===== src/hdl/prle_pkg.sv =====
package prle_pkg;

  // Longest run or literal group, in bytes.
  localparam int MAX_GROUP = 128;
  localparam int IDX_W = $clog2(MAX_GROUP);

  // Group counter limits: a run of MAX_GROUP bytes, a literal of MAX_GROUP bytes.
  localparam logic signed [7:0] RUN_LIMIT = 8'(-(MAX_GROUP - 1));
  localparam logic signed [7:0] LIT_LIMIT = 8'(MAX_GROUP - 1);

  localparam logic [7:0] END_MARKER = 8'h80;

  localparam int IN_TDATA_W  = 8;
  localparam int OUT_TDATA_W = 40;

  // What an accepted request does to the open group.
  typedef enum logic [2:0] {
    CLS_START,
    CLS_EXTEND_RUN,
    CLS_APPEND,
    CLS_FLUSH_RUN,
    CLS_FLUSH_LIT,
    CLS_SPLIT_LIT,
    CLS_END
  } cls_t;

  // Source of the byte sent to the packer.
  typedef enum logic [1:0] {
    SEL_HEAD,
    SEL_RUN,
    SEL_LIT,
    SEL_MARK
  } sel_t;

  typedef enum logic [2:0] {
    S_IDLE,
    S_DECIDE,
    S_HEAD,
    S_RUN,
    S_LIT,
    S_MARK
  } state_t;

  typedef struct packed {
    logic load;
    logic commit;
    logic emit;
    sel_t sel;
    logic last;
  } cmd_t;

  typedef struct packed {
    cls_t cls;
    logic is_end;
    logic open;
    logic is_run;
    logic lit_done;
  } status_t;

endpackage


===== src/hdl/prle_ctrl.sv =====
module prle_ctrl import prle_pkg::*; (
  input  logic    clk,
  input  logic    rst,
  input  logic    s_tvalid,
  output logic    s_tready,
  input  status_t status,
  input  logic    byte_ok,
  output cmd_t    cmd
);

  state_t state, state_next;

  always_ff @(posedge clk) begin
    if (rst) begin
      state <= S_IDLE;
    end else begin
      state <= state_next;
    end
  end

  always_comb begin
    state_next = state;
    cmd        = '0;
    s_tready   = 1'b0;
    unique case (state)
      S_IDLE: begin
        s_tready = 1'b1;
        if (s_tvalid) begin
          cmd.load   = 1'b1;
          state_next = S_DECIDE;
        end
      end
      S_DECIDE: begin
        case (status.cls) inside
          CLS_START, CLS_EXTEND_RUN, CLS_APPEND: begin
            cmd.commit = 1'b1;
            state_next = S_IDLE;
          end
          CLS_FLUSH_RUN, CLS_FLUSH_LIT, CLS_SPLIT_LIT: begin
            state_next = S_HEAD;
          end
          CLS_END: begin
            state_next = status.open ? S_HEAD : S_MARK;
          end
          default: begin
            state_next = S_IDLE;
          end
        endcase
      end
      S_HEAD: begin
        cmd.emit = 1'b1;
        cmd.sel  = SEL_HEAD;
        if (byte_ok) begin
          state_next = status.is_run ? S_RUN : S_LIT;
        end
      end
      S_RUN: begin
        cmd.emit = 1'b1;
        cmd.sel  = SEL_RUN;
        cmd.last = !status.is_end;
        if (byte_ok) begin
          if (status.is_end) begin
            state_next = S_MARK;
          end else begin
            cmd.commit = 1'b1;
            state_next = S_IDLE;
          end
        end
      end
      S_LIT: begin
        cmd.emit = 1'b1;
        cmd.sel  = SEL_LIT;
        cmd.last = status.lit_done && !status.is_end;
        if (byte_ok && status.lit_done) begin
          if (status.is_end) begin
            state_next = S_MARK;
          end else begin
            cmd.commit = 1'b1;
            state_next = S_IDLE;
          end
        end
      end
      S_MARK: begin
        cmd.emit = 1'b1;
        cmd.sel  = SEL_MARK;
        cmd.last = 1'b1;
        if (byte_ok) begin
          cmd.commit = 1'b1;
          state_next = S_IDLE;
        end
      end
      default: begin
        state_next = S_IDLE;
      end
    endcase
  end

`ifndef SYNTH
  // A literal flush leaves only after its last stored byte went out.
  a_lit_exit: assert property (@(posedge clk) disable iff (rst)
    (state == S_LIT && state_next != S_LIT) |-> (status.lit_done && byte_ok))
    else $error("literal flush ended early");
`endif

endmodule


===== src/hdl/prle_dp.sv =====
module prle_dp import prle_pkg::*; (
  input  logic                  clk,
  input  logic                  rst,
  input  logic [IN_TDATA_W-1:0] s_tdata,
  input  logic                  s_tuser,
  input  cmd_t                  cmd,
  input  logic                  byte_ok,
  output status_t               status,
  output logic [7:0]            emit_byte
);

  logic [7:0]       store [MAX_GROUP];
  logic [7:0]       mem_q;
  logic [IDX_W-1:0] rd_addr;
  logic [IDX_W-1:0] wr_addr;
  logic             store_we;

  logic [7:0]       count;
  logic             open;
  logic [7:0]       prev;
  logic             in_op;
  logic [7:0]       in_byte;
  logic [IDX_W-1:0] lit_idx;

  logic             same;
  cls_t             cls;
  logic [7:0]       hdr;

  // Latched request.
  always_ff @(posedge clk) begin
    if (cmd.load) begin
      in_op   <= s_tuser;
      in_byte <= s_tdata;
    end
  end

  always_comb begin
    same = (in_byte == prev);
    if (in_op) begin
      cls = CLS_END;
    end else if (!open) begin
      cls = CLS_START;
    end else if (same && $signed(count) <= 0) begin
      cls = ($signed(count) <= RUN_LIMIT) ? CLS_FLUSH_RUN : CLS_EXTEND_RUN;
    end else if (!same && $signed(count) >= 0) begin
      cls = ($signed(count) >= LIT_LIMIT) ? CLS_FLUSH_LIT : CLS_APPEND;
    end else if (!same) begin
      cls = CLS_FLUSH_RUN;
    end else begin
      cls = CLS_SPLIT_LIT;
    end
  end

  // A split literal drops its last byte, which then starts the run.
  assign hdr = (cls == CLS_SPLIT_LIT) ? count - 8'd1 : count;

  assign status.cls      = cls;
  assign status.is_end   = in_op;
  assign status.open     = open;
  assign status.is_run   = count[7];
  assign status.lit_done = (lit_idx == hdr[IDX_W-1:0]);

  always_comb begin
    unique case (cmd.sel)
      SEL_HEAD: emit_byte = hdr;
      SEL_RUN:  emit_byte = prev;
      SEL_LIT:  emit_byte = mem_q;
      SEL_MARK: emit_byte = END_MARKER;
      default:  emit_byte = END_MARKER;
    endcase
  end

  // Literal store: one write port, one registered read port.
  assign store_we = cmd.commit && (cls != CLS_END) && (cls != CLS_EXTEND_RUN);
  assign wr_addr  = (cls == CLS_APPEND) ? count[IDX_W-1:0] + IDX_W'(1) : '0;
  assign rd_addr  = (cmd.sel == SEL_LIT) ? (byte_ok ? lit_idx + IDX_W'(1) : lit_idx) : '0;

  always_ff @(posedge clk) begin
    if (store_we) begin
      store[wr_addr] <= in_byte;
    end
    mem_q <= store[rd_addr];
  end

  always_ff @(posedge clk) begin
    if (rst) begin
      lit_idx <= '0;
    end else if (cmd.emit && cmd.sel == SEL_HEAD) begin
      lit_idx <= '0;
    end else if (cmd.emit && cmd.sel == SEL_LIT && byte_ok) begin
      lit_idx <= lit_idx + IDX_W'(1);
    end
  end

  always_ff @(posedge clk) begin
    if (rst) begin
      count <= '0;
      open  <= 1'b0;
      prev  <= '0;
    end else if (cmd.commit) begin
      unique case (cls)
        CLS_END: begin
          count <= '0;
          open  <= 1'b0;
          prev  <= '0;
        end
        CLS_EXTEND_RUN: begin
          count <= count - 8'd1;
        end
        CLS_APPEND: begin
          count <= count + 8'd1;
          prev  <= in_byte;
        end
        CLS_SPLIT_LIT: begin
          count <= 8'hFF;
          open  <= 1'b1;
          prev  <= in_byte;
        end
        default: begin
          count <= '0;
          open  <= 1'b1;
          prev  <= in_byte;
        end
      endcase
    end
  end

`ifndef SYNTH
  a_closed_zero: assert property (@(posedge clk) disable iff (rst)
    !open |-> (count == 8'd0))
    else $error("group counter nonzero with no open group");
`endif

endmodule


===== src/hdl/prle_pack.sv =====
module prle_pack import prle_pkg::*; (
  input  logic                   clk,
  input  logic                   rst,
  input  logic                   emit,
  input  logic                   last,
  input  logic [7:0]             emit_byte,
  output logic                   byte_ok,
  output logic                   m_tvalid,
  input  logic                   m_tready,
  output logic [OUT_TDATA_W-1:0] m_tdata,
  output logic                   m_tlast
);

  logic [7:0] acc [4];
  logic [1:0] acc_cnt;
  logic [7:0] word [4];
  logic [7:0] out_b [4];
  logic [2:0] out_cnt;
  logic       take;
  logic       complete;

  assign byte_ok  = !m_tvalid || m_tready;
  assign take     = emit && byte_ok;
  assign complete = last || (acc_cnt == 2'd3);

  // Bytes past the new one are zero.
  always_comb begin
    for (int j = 0; j < 4; j++) begin
      if (3'(j) < {1'b0, acc_cnt}) begin
        word[j] = acc[j];
      end else if (3'(j) == {1'b0, acc_cnt}) begin
        word[j] = emit_byte;
      end else begin
        word[j] = '0;
      end
    end
  end

  always_ff @(posedge clk) begin
    if (take && !complete) begin
      acc[acc_cnt] <= emit_byte;
    end
    if (take && complete) begin
      out_b   <= word;
      out_cnt <= {1'b0, acc_cnt} + 3'd1;
      m_tlast <= last;
    end
  end

  always_ff @(posedge clk) begin
    if (rst) begin
      acc_cnt  <= '0;
      m_tvalid <= 1'b0;
    end else begin
      if (take) begin
        acc_cnt <= complete ? 2'd0 : acc_cnt + 2'd1;
      end
      if (take && complete) begin
        m_tvalid <= 1'b1;
      end else if (m_tready) begin
        m_tvalid <= 1'b0;
      end
    end
  end

  assign m_tdata = {5'd0, out_cnt, out_b[3], out_b[2], out_b[1], out_b[0]};

`ifndef SYNTH
  a_cnt_range: assert property (@(posedge clk) disable iff (rst)
    m_tvalid |-> (out_cnt != 3'd0 && out_cnt <= 3'd4))
    else $error("byte count out of range");

  a_full_unless_last: assert property (@(posedge clk) disable iff (rst)
    (m_tvalid && !m_tlast) |-> (out_cnt == 3'd4))
    else $error("short word before the end of a request");

  a_tail_zero: assert property (@(posedge clk) disable iff (rst)
    (m_tvalid && out_cnt != 3'd4) |-> (out_b[3] == 8'd0))
    else $error("unused byte lane not zero");
`endif

endmodule


===== src/hdl/packbits_run_length_encoder.sv =====
// Channel  Dir  Signals                          Contents (lowest bit first)
// s        in   s_tvalid s_tready s_tdata s_tuser tdata: data_byte; tuser: op (1 = end)
// m        out  m_tvalid m_tready m_tdata m_tlast tdata: out_byte0..3, byte_count; tlast: final
//
// A data byte that opens, extends or appends to a group is taken in S_IDLE, then classified and
// its group state updated in S_DECIDE.
// A request that writes a group is classified, then emits its encoded bytes (header, run byte or
// each stored literal byte, end marker) one at a time while byte_ok is high.
// While a finished word waits with m_tready low, no further encoded byte is taken.
// Reset is synchronous and clears control state only; unwritten store entries are never read.
module packbits_run_length_encoder import prle_pkg::*; (
  input  logic                   clk,
  input  logic                   rst,
  input  logic                   s_tvalid,
  output logic                   s_tready,
  input  logic [IN_TDATA_W-1:0]  s_tdata,   // [7:0] data_byte
  input  logic                   s_tuser,   // [0] op: 0 = data byte, 1 = end of stream
  output logic                   m_tvalid,
  input  logic                   m_tready,
  output logic [OUT_TDATA_W-1:0] m_tdata,   // [7:0] out_byte0, [15:8] out_byte1,
                                            // [23:16] out_byte2, [31:24] out_byte3,
                                            // [34:32] byte_count, [39:35] zero
  output logic                   m_tlast    // last word of the request's encoded bytes
);

  cmd_t       cmd;
  status_t    status;
  logic       byte_ok;
  logic [7:0] emit_byte;

  // The controller sequences each request: classify, then header, body and marker bytes.
  prle_ctrl u_ctrl (
    .clk      (clk),
    .rst      (rst),
    .s_tvalid (s_tvalid),
    .s_tready (s_tready),
    .status   (status),
    .byte_ok  (byte_ok),
    .cmd      (cmd)
  );

  // The datapath holds the open group and the literal store and picks each encoded byte.
  prle_dp u_dp (
    .clk       (clk),
    .rst       (rst),
    .s_tdata   (s_tdata),
    .s_tuser   (s_tuser),
    .cmd       (cmd),
    .byte_ok   (byte_ok),
    .status    (status),
    .emit_byte (emit_byte)
  );

  // The packer gathers encoded bytes four to a word and marks the request's last word.
  prle_pack u_pack (
    .clk       (clk),
    .rst       (rst),
    .emit      (cmd.emit),
    .last      (cmd.last),
    .emit_byte (emit_byte),
    .byte_ok   (byte_ok),
    .m_tvalid  (m_tvalid),
    .m_tready  (m_tready),
    .m_tdata   (m_tdata),
    .m_tlast   (m_tlast)
  );

endmodule

===== config.mk =====
export PLATFORM = sky130hd
export DESIGN_NAME = packbits_run_length_encoder
export DESIGN_NICKNAME = d
export VERILOG_FILES = /design/src/hdl/prle_pkg.sv /design/src/hdl/prle_ctrl.sv /design/src/hdl/prle_dp.sv /design/src/hdl/prle_pack.sv /design/src/hdl/packbits_run_length_encoder.sv
export SDC_FILE = /design/constraint.sdc
export NUM_CORES = 1
export LEC_CHECK = 0
export BUFFER_PORTS_ARGS = -buffer_cell sky130_fd_sc_hd__buf_2
export CAP_MARGIN = 10
export CORE_AREA = 2 2 325 488
export CTS_BUF_LIST = sky130_fd_sc_hd__clkbuf_4 sky130_fd_sc_hd__clkbuf_8
export DETAILED_ROUTE_END_ITERATION = 10
export DIE_AREA = 0 0 327 490
export GPL_ROUTABILITY_DRIVEN = 0
export HOLD_SLACK_MARGIN = 0.06
export PLACE_DENSITY = 0.52
export SLEW_MARGIN = 0
export SYNTH_ARGS = -nofsm -noshare
export SYNTH_HDL_FRONTEND = slang
export SYNTH_HIERARCHICAL = 1
export SYNTH_SLANG_ARGS = --single-unit

===== constraint.sdc =====
create_clock -name clk -period 18.8 [get_ports clk]
set_input_delay 3.76 -clock clk [delete_from_list [all_inputs] [get_ports clk]]
set_output_delay 3.76 -clock clk [all_outputs]
set_load 0.1 [all_outputs]

### Word level (Yosys, flattened, before mapping)

Memory sizes are Yosys's and may differ from the RTL's. A register that Yosys moved wholly into a read port is not among the register bits.
Cells that the tools add are included.

| word-level totals | value |
|---|---|
| bits in writable memories | 1056 |
| output and inout port bits | 43 |
| register bits | 75 |
| memories kept | 2 |
| logic and storage cells | 140 |

Memories:

| memory | words | width | read ports | clocked after memory_dff | write ports | RTL line | source |
|---|---|---|---|---|---|---|---|
| u_dp.store | 128 | 8 | 1 | 1 | 1 | prle_dp.sv:12 | `logic [7:0] store [MAX_GROUP];` |
| u_pack.acc | 4 | 8 | 3 | 0 | 1 | prle_pack.sv:14 | `logic [7:0] acc [4];` |

| cells by class | value |
|---|---|
| $add $sub $neg | 6 |
| reduce and logical (&&, ||, !) cells | 30 |
| eq/ne operators | 27 |
| mux-type cells | 51 |
| $lt $le $gt $ge | 7 |
| bitwise gates (word level) | 2 |

Operator list:

| cell | number |
|---|---|
| 8-bit two-way mux | 7 |
| 3-bit two-way mux | 17 |
| 8-bit one-hot mux with 4 select lines | 1 |
| 8-bit one-hot mux with 3 select lines | 1 |
| 7-bit two-way mux | 3 |
| 3-bit one-hot mux with 6 select lines | 1 |
| 8-bit one-hot mux with 2 select lines | 1 |
| 3-bit equality test, second input constant | 5 |
| 7-bit by 1-bit adder with 7-bit output, second input constant | 2 |
| 1-bit two-way mux | 14 |
| 3-bit by 2-bit equality test with 1-bit output, second input constant | 4 |
| 1-bit logical AND | 12 |
| 3-bit one-hot mux with 4 select lines | 1 |
| 8-bit by 1-bit adder with 8-bit output, second input constant | 1 |
| 8-bit equality test | 1 |
| 8-bit by 1-bit >= comparator with 1-bit output, second input constant | 1 |
| 8-bit >= comparator, second input constant | 1 |
| 8-bit by 1-bit less-or-equal comparator with 1-bit output, second input constant | 1 |
| 8-bit less-or-equal comparator, second input constant | 1 |
| 2-bit by 1-bit != test with 1-bit output, second input constant | 4 |
| 8-bit by 1-bit subtractor with 8-bit output, second input constant | 1 |
| 7-bit equality test | 1 |
| 2-bit equality test, second input constant | 3 |
| 3-bit by 1-bit equality test with 1-bit output, second input constant | 2 |
| other kinds (24) | 37 |

### Longest topological paths before layout

| depth | value |
|---|---|
| depth after elaboration | 17 |
| depth in mapped cells | 18 |

### Cells and area by module

The synthesis kept the hierarchy.

By module, submodules not included:

| module | area each (sq um) | sequential area each (sq um) | times used | cells each |
|---|---|---|---|---|
| prle_dp | 43701.9 | 31660.4 | 1 | 3084 |
| prle_pack | 2437.3 | 1861.8 | 1 | 160 |
| prle_ctrl | 361.6 | 60.1 | 1 | 56 |

### Least setup slack after synthesis

Ideal clock, no wire load.

| timing path | value |
|---|---|
| kind | in2reg |
| from | input m_tready |
| to | memory u_dp.store[106][0], enable pin |
| slack | 12.314 ns |
| required time | 18.430 ns |
| setup time | 0.370 ns |
| stages on the path | 10 |
| buffers on the path | 2 |
| data arrival time | 6.116 ns |
| cell sequence | nand2b_4 > inv_1 > o31ai_1 > inv_1 > a41oi_2 > nor2b_1 > buf_4 > nand4_1 > buf_2 > nor2_1 |

RTL lines:

| what | RTL line | source |
|---|---|---|
| start: declaration | packbits_run_length_encoder.sv:19 | `input logic m_tready,` |
| end: declaration | prle_dp.sv:12 |  |

==> metrics <==
status=completed; DRC Markers=0; PostCTS Resize Cnt=0; cell-internal power=~4200 uW; CP peak stage delay=1.09 ns; CP delay by family, top=simple AND/OR/NAND/NOR gates; worst-path cell chain=buf_4, xnor2_1, nand4_1, nor2_1, and3_1, nand2_1, xor2_1, o21ai_0, a211oi_1, a31oi_1, o31ai_1, buf_4, inv_1, a41oi_2, nor2b_1, nand3_2, nor2_1; # IOs=56; clock latency on the worst-skew pair=0.90 ns; FF-to-FF Start=u_dp/in_byte[3]; Area after DPL=48900 sq um; Seq/Total Area, Yosys=72.2%; worst relative slew slack=6.91%; CTS tree=done; Final Skew=between 0.07 and 0.08 ns; Routed Antenna Nets=0; combinational share of power=roughly 15%; Hold Path Origin=u_dp/prev[1]; post-route cell area=52200 sq um; P per Cell Area=112 nW/um^2; Post-synth EDFFs=about 1100; Place WS=~10 ns; initial antenna violation count=5; switching share of total power=28.2%; Post-CTS Setup Bufs=0; Hold Crit Depth=2; Reg2Reg Depth=17; drt initial violations=between 2000 and 3000; area grow syn2layout=12.4%; Cell Area, Synth=~47000 sq um; layout cells sized above 1=14.2%; port buffer count=50; post-synthesis cell count=3300; Rows=178; CTS H-tree lvls=4; Vert. Die Dim=roughly 490 um; Synth Register Bits=1131; Setup WS post-layout=10.63 ns; reg-to-reg critical path endpoint=u_dp/store[31][1]; final setup fails=0; placed cells=5266; pin count of the biggest net entering global routing=141; Die Span X=~330 um; final wirelength=147000 um; fin. max-slew vios=0; Pwr Total=5850 uW; Top FF cell, synth=edfxtp_1; Initial Util=29.8%; CP Class=flip-flop to flip-flop; reg2reg setup slack=10.63 ns; Max Fclk=0.122 GHz; sequential share of power=~51%; Final #Nets=3383; Worst-path clk slew=0.08 ns; Yosys cell types=90; Buf/Inv on CP=3; root buffer cell=clkbuf_8; worst hold path class=flip-flop to flip-flop; sink of the worst hold path=u_dp/prev[1]; CP Launch Type=flip-flop; Max-cap violations=0; sum of negative setup slack=0 ns; routed vias=29100; Final Hold Viols=0; first-pass GRT wire length=around 210000 um; clock sinks=~1100; clock period minus worst slack=8.17 ns; IR drop worst, VDD=roughly 0.00008 V; vias in the first global route=~29000; RSZ-0062 raised after global routing=no; Fill cells=15200; wire per inst=26.3 um; leakage power=0.0169 uW; final HPWL from detailed placement=90700 um; cts bufs inserted=around 160; hold_buf cts=0; Setup crit end kind=flip-flop; Syn Area/Cell=14.1 sq um; ys async rst share=0%; Critical Path Fanout Max=59; GRT Util Overall=between 10% and 20%; Crit path required time=19.30 ns; Final Cycle Share=43.5%; Worst EP arrival=about 8.7 ns; Sw Pwr=1650 uW; Pre-antenna DRT Iters=6; die area=approximately 160000 sq um; Placeable Area=156000 sq um; global route overflow=0; Slowest-stage cell, CP=nand3_2; Yosys warnings=6; Slew @ Worst Pin=1.39 ns; Vias/cell=5.22; Non-Filler Instances=5566; clock tree buffer depth=3; power share of the clock group=34.6%
[worst max-delay path by stage]
stage | startpoint | endpoint | slack [ns] | cells past startpoint
6_report | u_dp/in_byte[3] | u_dp/store[31][1] | 10.63 | 17
5_1_grt | u_dp/in_byte[2] | u_dp/store[123][4] | 10.31 | 17
4_1_cts | u_dp/in_byte[2] | u_dp/store[27][3] | 10.77 | 17
3_5_place_dp | m_tready | u_dp/store[27][1] | 10.12 | 10
3_3_place_gp | m_tready | u_dp/store[31][1] | 10.26 | 10
2_1_floorplan | m_tready | u_dp/store[106][0] | 12.31 | 10
[cell families after synthesis]
| logic type | synth area share (%) |
|---|---|
| xor+xnor | 0.904 |
| buf+inv | 2.49 |
| other cells | 0.00806 |
| compound gates | 7.40 |
| flops | 72.2 |
| fa+ha+maj | 0.242 |
| mux | 5.16 |
| simple gates | 11.6 |
[cell usage in the layout (no fill, tap or decap), types with 12 or more instances in the layout]
| master | instances |
|---|---|
| clkbuf_4 | 44 |
| a211oi_1 | 37 |
| and2_1 | 17 |
| dfxtp_1 | 38 |
| clkinv_2 | 19 |
| nor3_1 | 32 |
| clkinv_1 | 38 |
| xnor2_1 | 29 |
| a311oi_1 | 12 |
| nand4_1 | 32 |
| and3_1 | 51 |
| edfxtp_1 | 1093 |
| o21ai_1 | 19 |
| a31oi_1 | 67 |
| a22oi_1 | 38 |
| clkbuf_8 | 175 |
| o21ai_0 | 46 |
| mux2i_1 | 62 |
| a32oi_1 | 19 |
| mux4_2 | 71 |
| buf_4 | 59 |
| nor2_1 | 185 |
| nand3_1 | 186 |
| nand2_1 | 628 |
| a221oi_1 | 17 |
| buf_2 | 50 |
| a2111oi_0 | 18 |
| nand3b_1 | 12 |
| a21oi_1 | 151 |
[cell usage after synthesis, types with 6 or more instances]
library cell  number  area (sq um)
a221oi_1          17           149
a2111oi_0         18           158
buf_1             21          78.8
nor3_1            32           160
nand4_1           32           200
a41oi_1            6          52.6
o21ai_1           20           100
edfxtp_1        1093         32800
a32oi_1           19           166
o211ai_1           7          52.6
ha_1               9           113
o31ai_1            7          52.6
a311oi_1          12           105
mux2i_1           64           641
buf_6              6          67.6
clkbuf_1          53           199
nor2b_1            9          56.3
nand2b_1           8          50.1
dfxtp_1           38           761
inv_1             11          41.3
a211oi_1          37           278
and2_1            18           113
a31oi_1           67           419
a22oi_1           38           285
nand3_1          190           951
mux4_2            71          1600
buf_4             27           203
and3_1            51           319
a21boi_0           6          45.0
xor2_1            11          96.3
o21ai_0           46           230
xnor2_1           32           280
mux2_1             8          90.1
nand3b_1          12          90.1
nand2_1          629          2360
a21oi_1          152           761
a22o_1             9          78.8
nor4_1            11          68.8
buf_2            112           561
mux2_2             6          67.6
nor2_1           189           709
o22ai_1            7          43.8
a311o_1            6          60.1
[layer usage]
| metal | wire length [um] | vias to the layer above | GRT usage, % |
|---|---|---|---|
| met3 | 9440 | 328 | 3.09 |
| met1 | 52400 | 14800 | 20.4 |
| li1 | - | 12700 | - |
| met4 | 8000 | 4 | 9.42 |
| met2 | 76800 | 1231 | 32.2 |
| met5 | 19 | - | 0 |
[state kept, by name, indices dropped and copies added (netlist names)]
signal	flops
u_dp/store	1024
u_pack/m_tdata	32
u_pack/acc	24
u_dp/count	8
u_dp/in_byte	8
u_dp/mem_q	8
u_dp/prev	8
u_dp/lit_idx	7
u_ctrl/state	3
u_pack/out_cnt	3
u_pack/acc_cnt	2
u_dp/in_op	1
u_dp/open	1
u_pack/m_tlast	1
u_pack/m_tvalid	1
[per-stage QoR]
stage	utilization (%)	hold slack [ns]
floorplan	-	0.457
global placement	31.3	0.469
detailed placement	31.3	0.472
CTS	33.5	0.483
global route	33.5	0.497
finish	33.5	0.486
[power by group through the flow]
stage,Combinational (uW),Sequential [uW],Clock (uW)
after floorplan,492,3070,0
after global placement,870,3010,0
after detailed placement,871,3010,0
after CTS,873,2960,2070
after global routing,931,2960,2160
final,868,2960,2020
[worst min-delay path: cells and delay by family, from the launching register on]
family | cells | cell delay [ns]
compound gates | 1 | 0.05
flops | 1 | 0.33
simple gates | 1 | 0.06
[layout make-up]
type                            count  area (sq um)  share of cell area (%)
Multi-Input combinational cell   1941         12000                    22.9
Antenna cell                        3          7.51                  0.0144
Inverter                           13          48.8                  0.0934
Timing Repair Buffer              111           733                    1.40
Tap cell                         2070          2590                    4.96
Clock inverter                     78           593                    1.14
Clock buffer                      219          2740                    5.24
Sequential cell                  1131         33600                    64.3
Note: power is estimated with default switching activity, not from simulation.
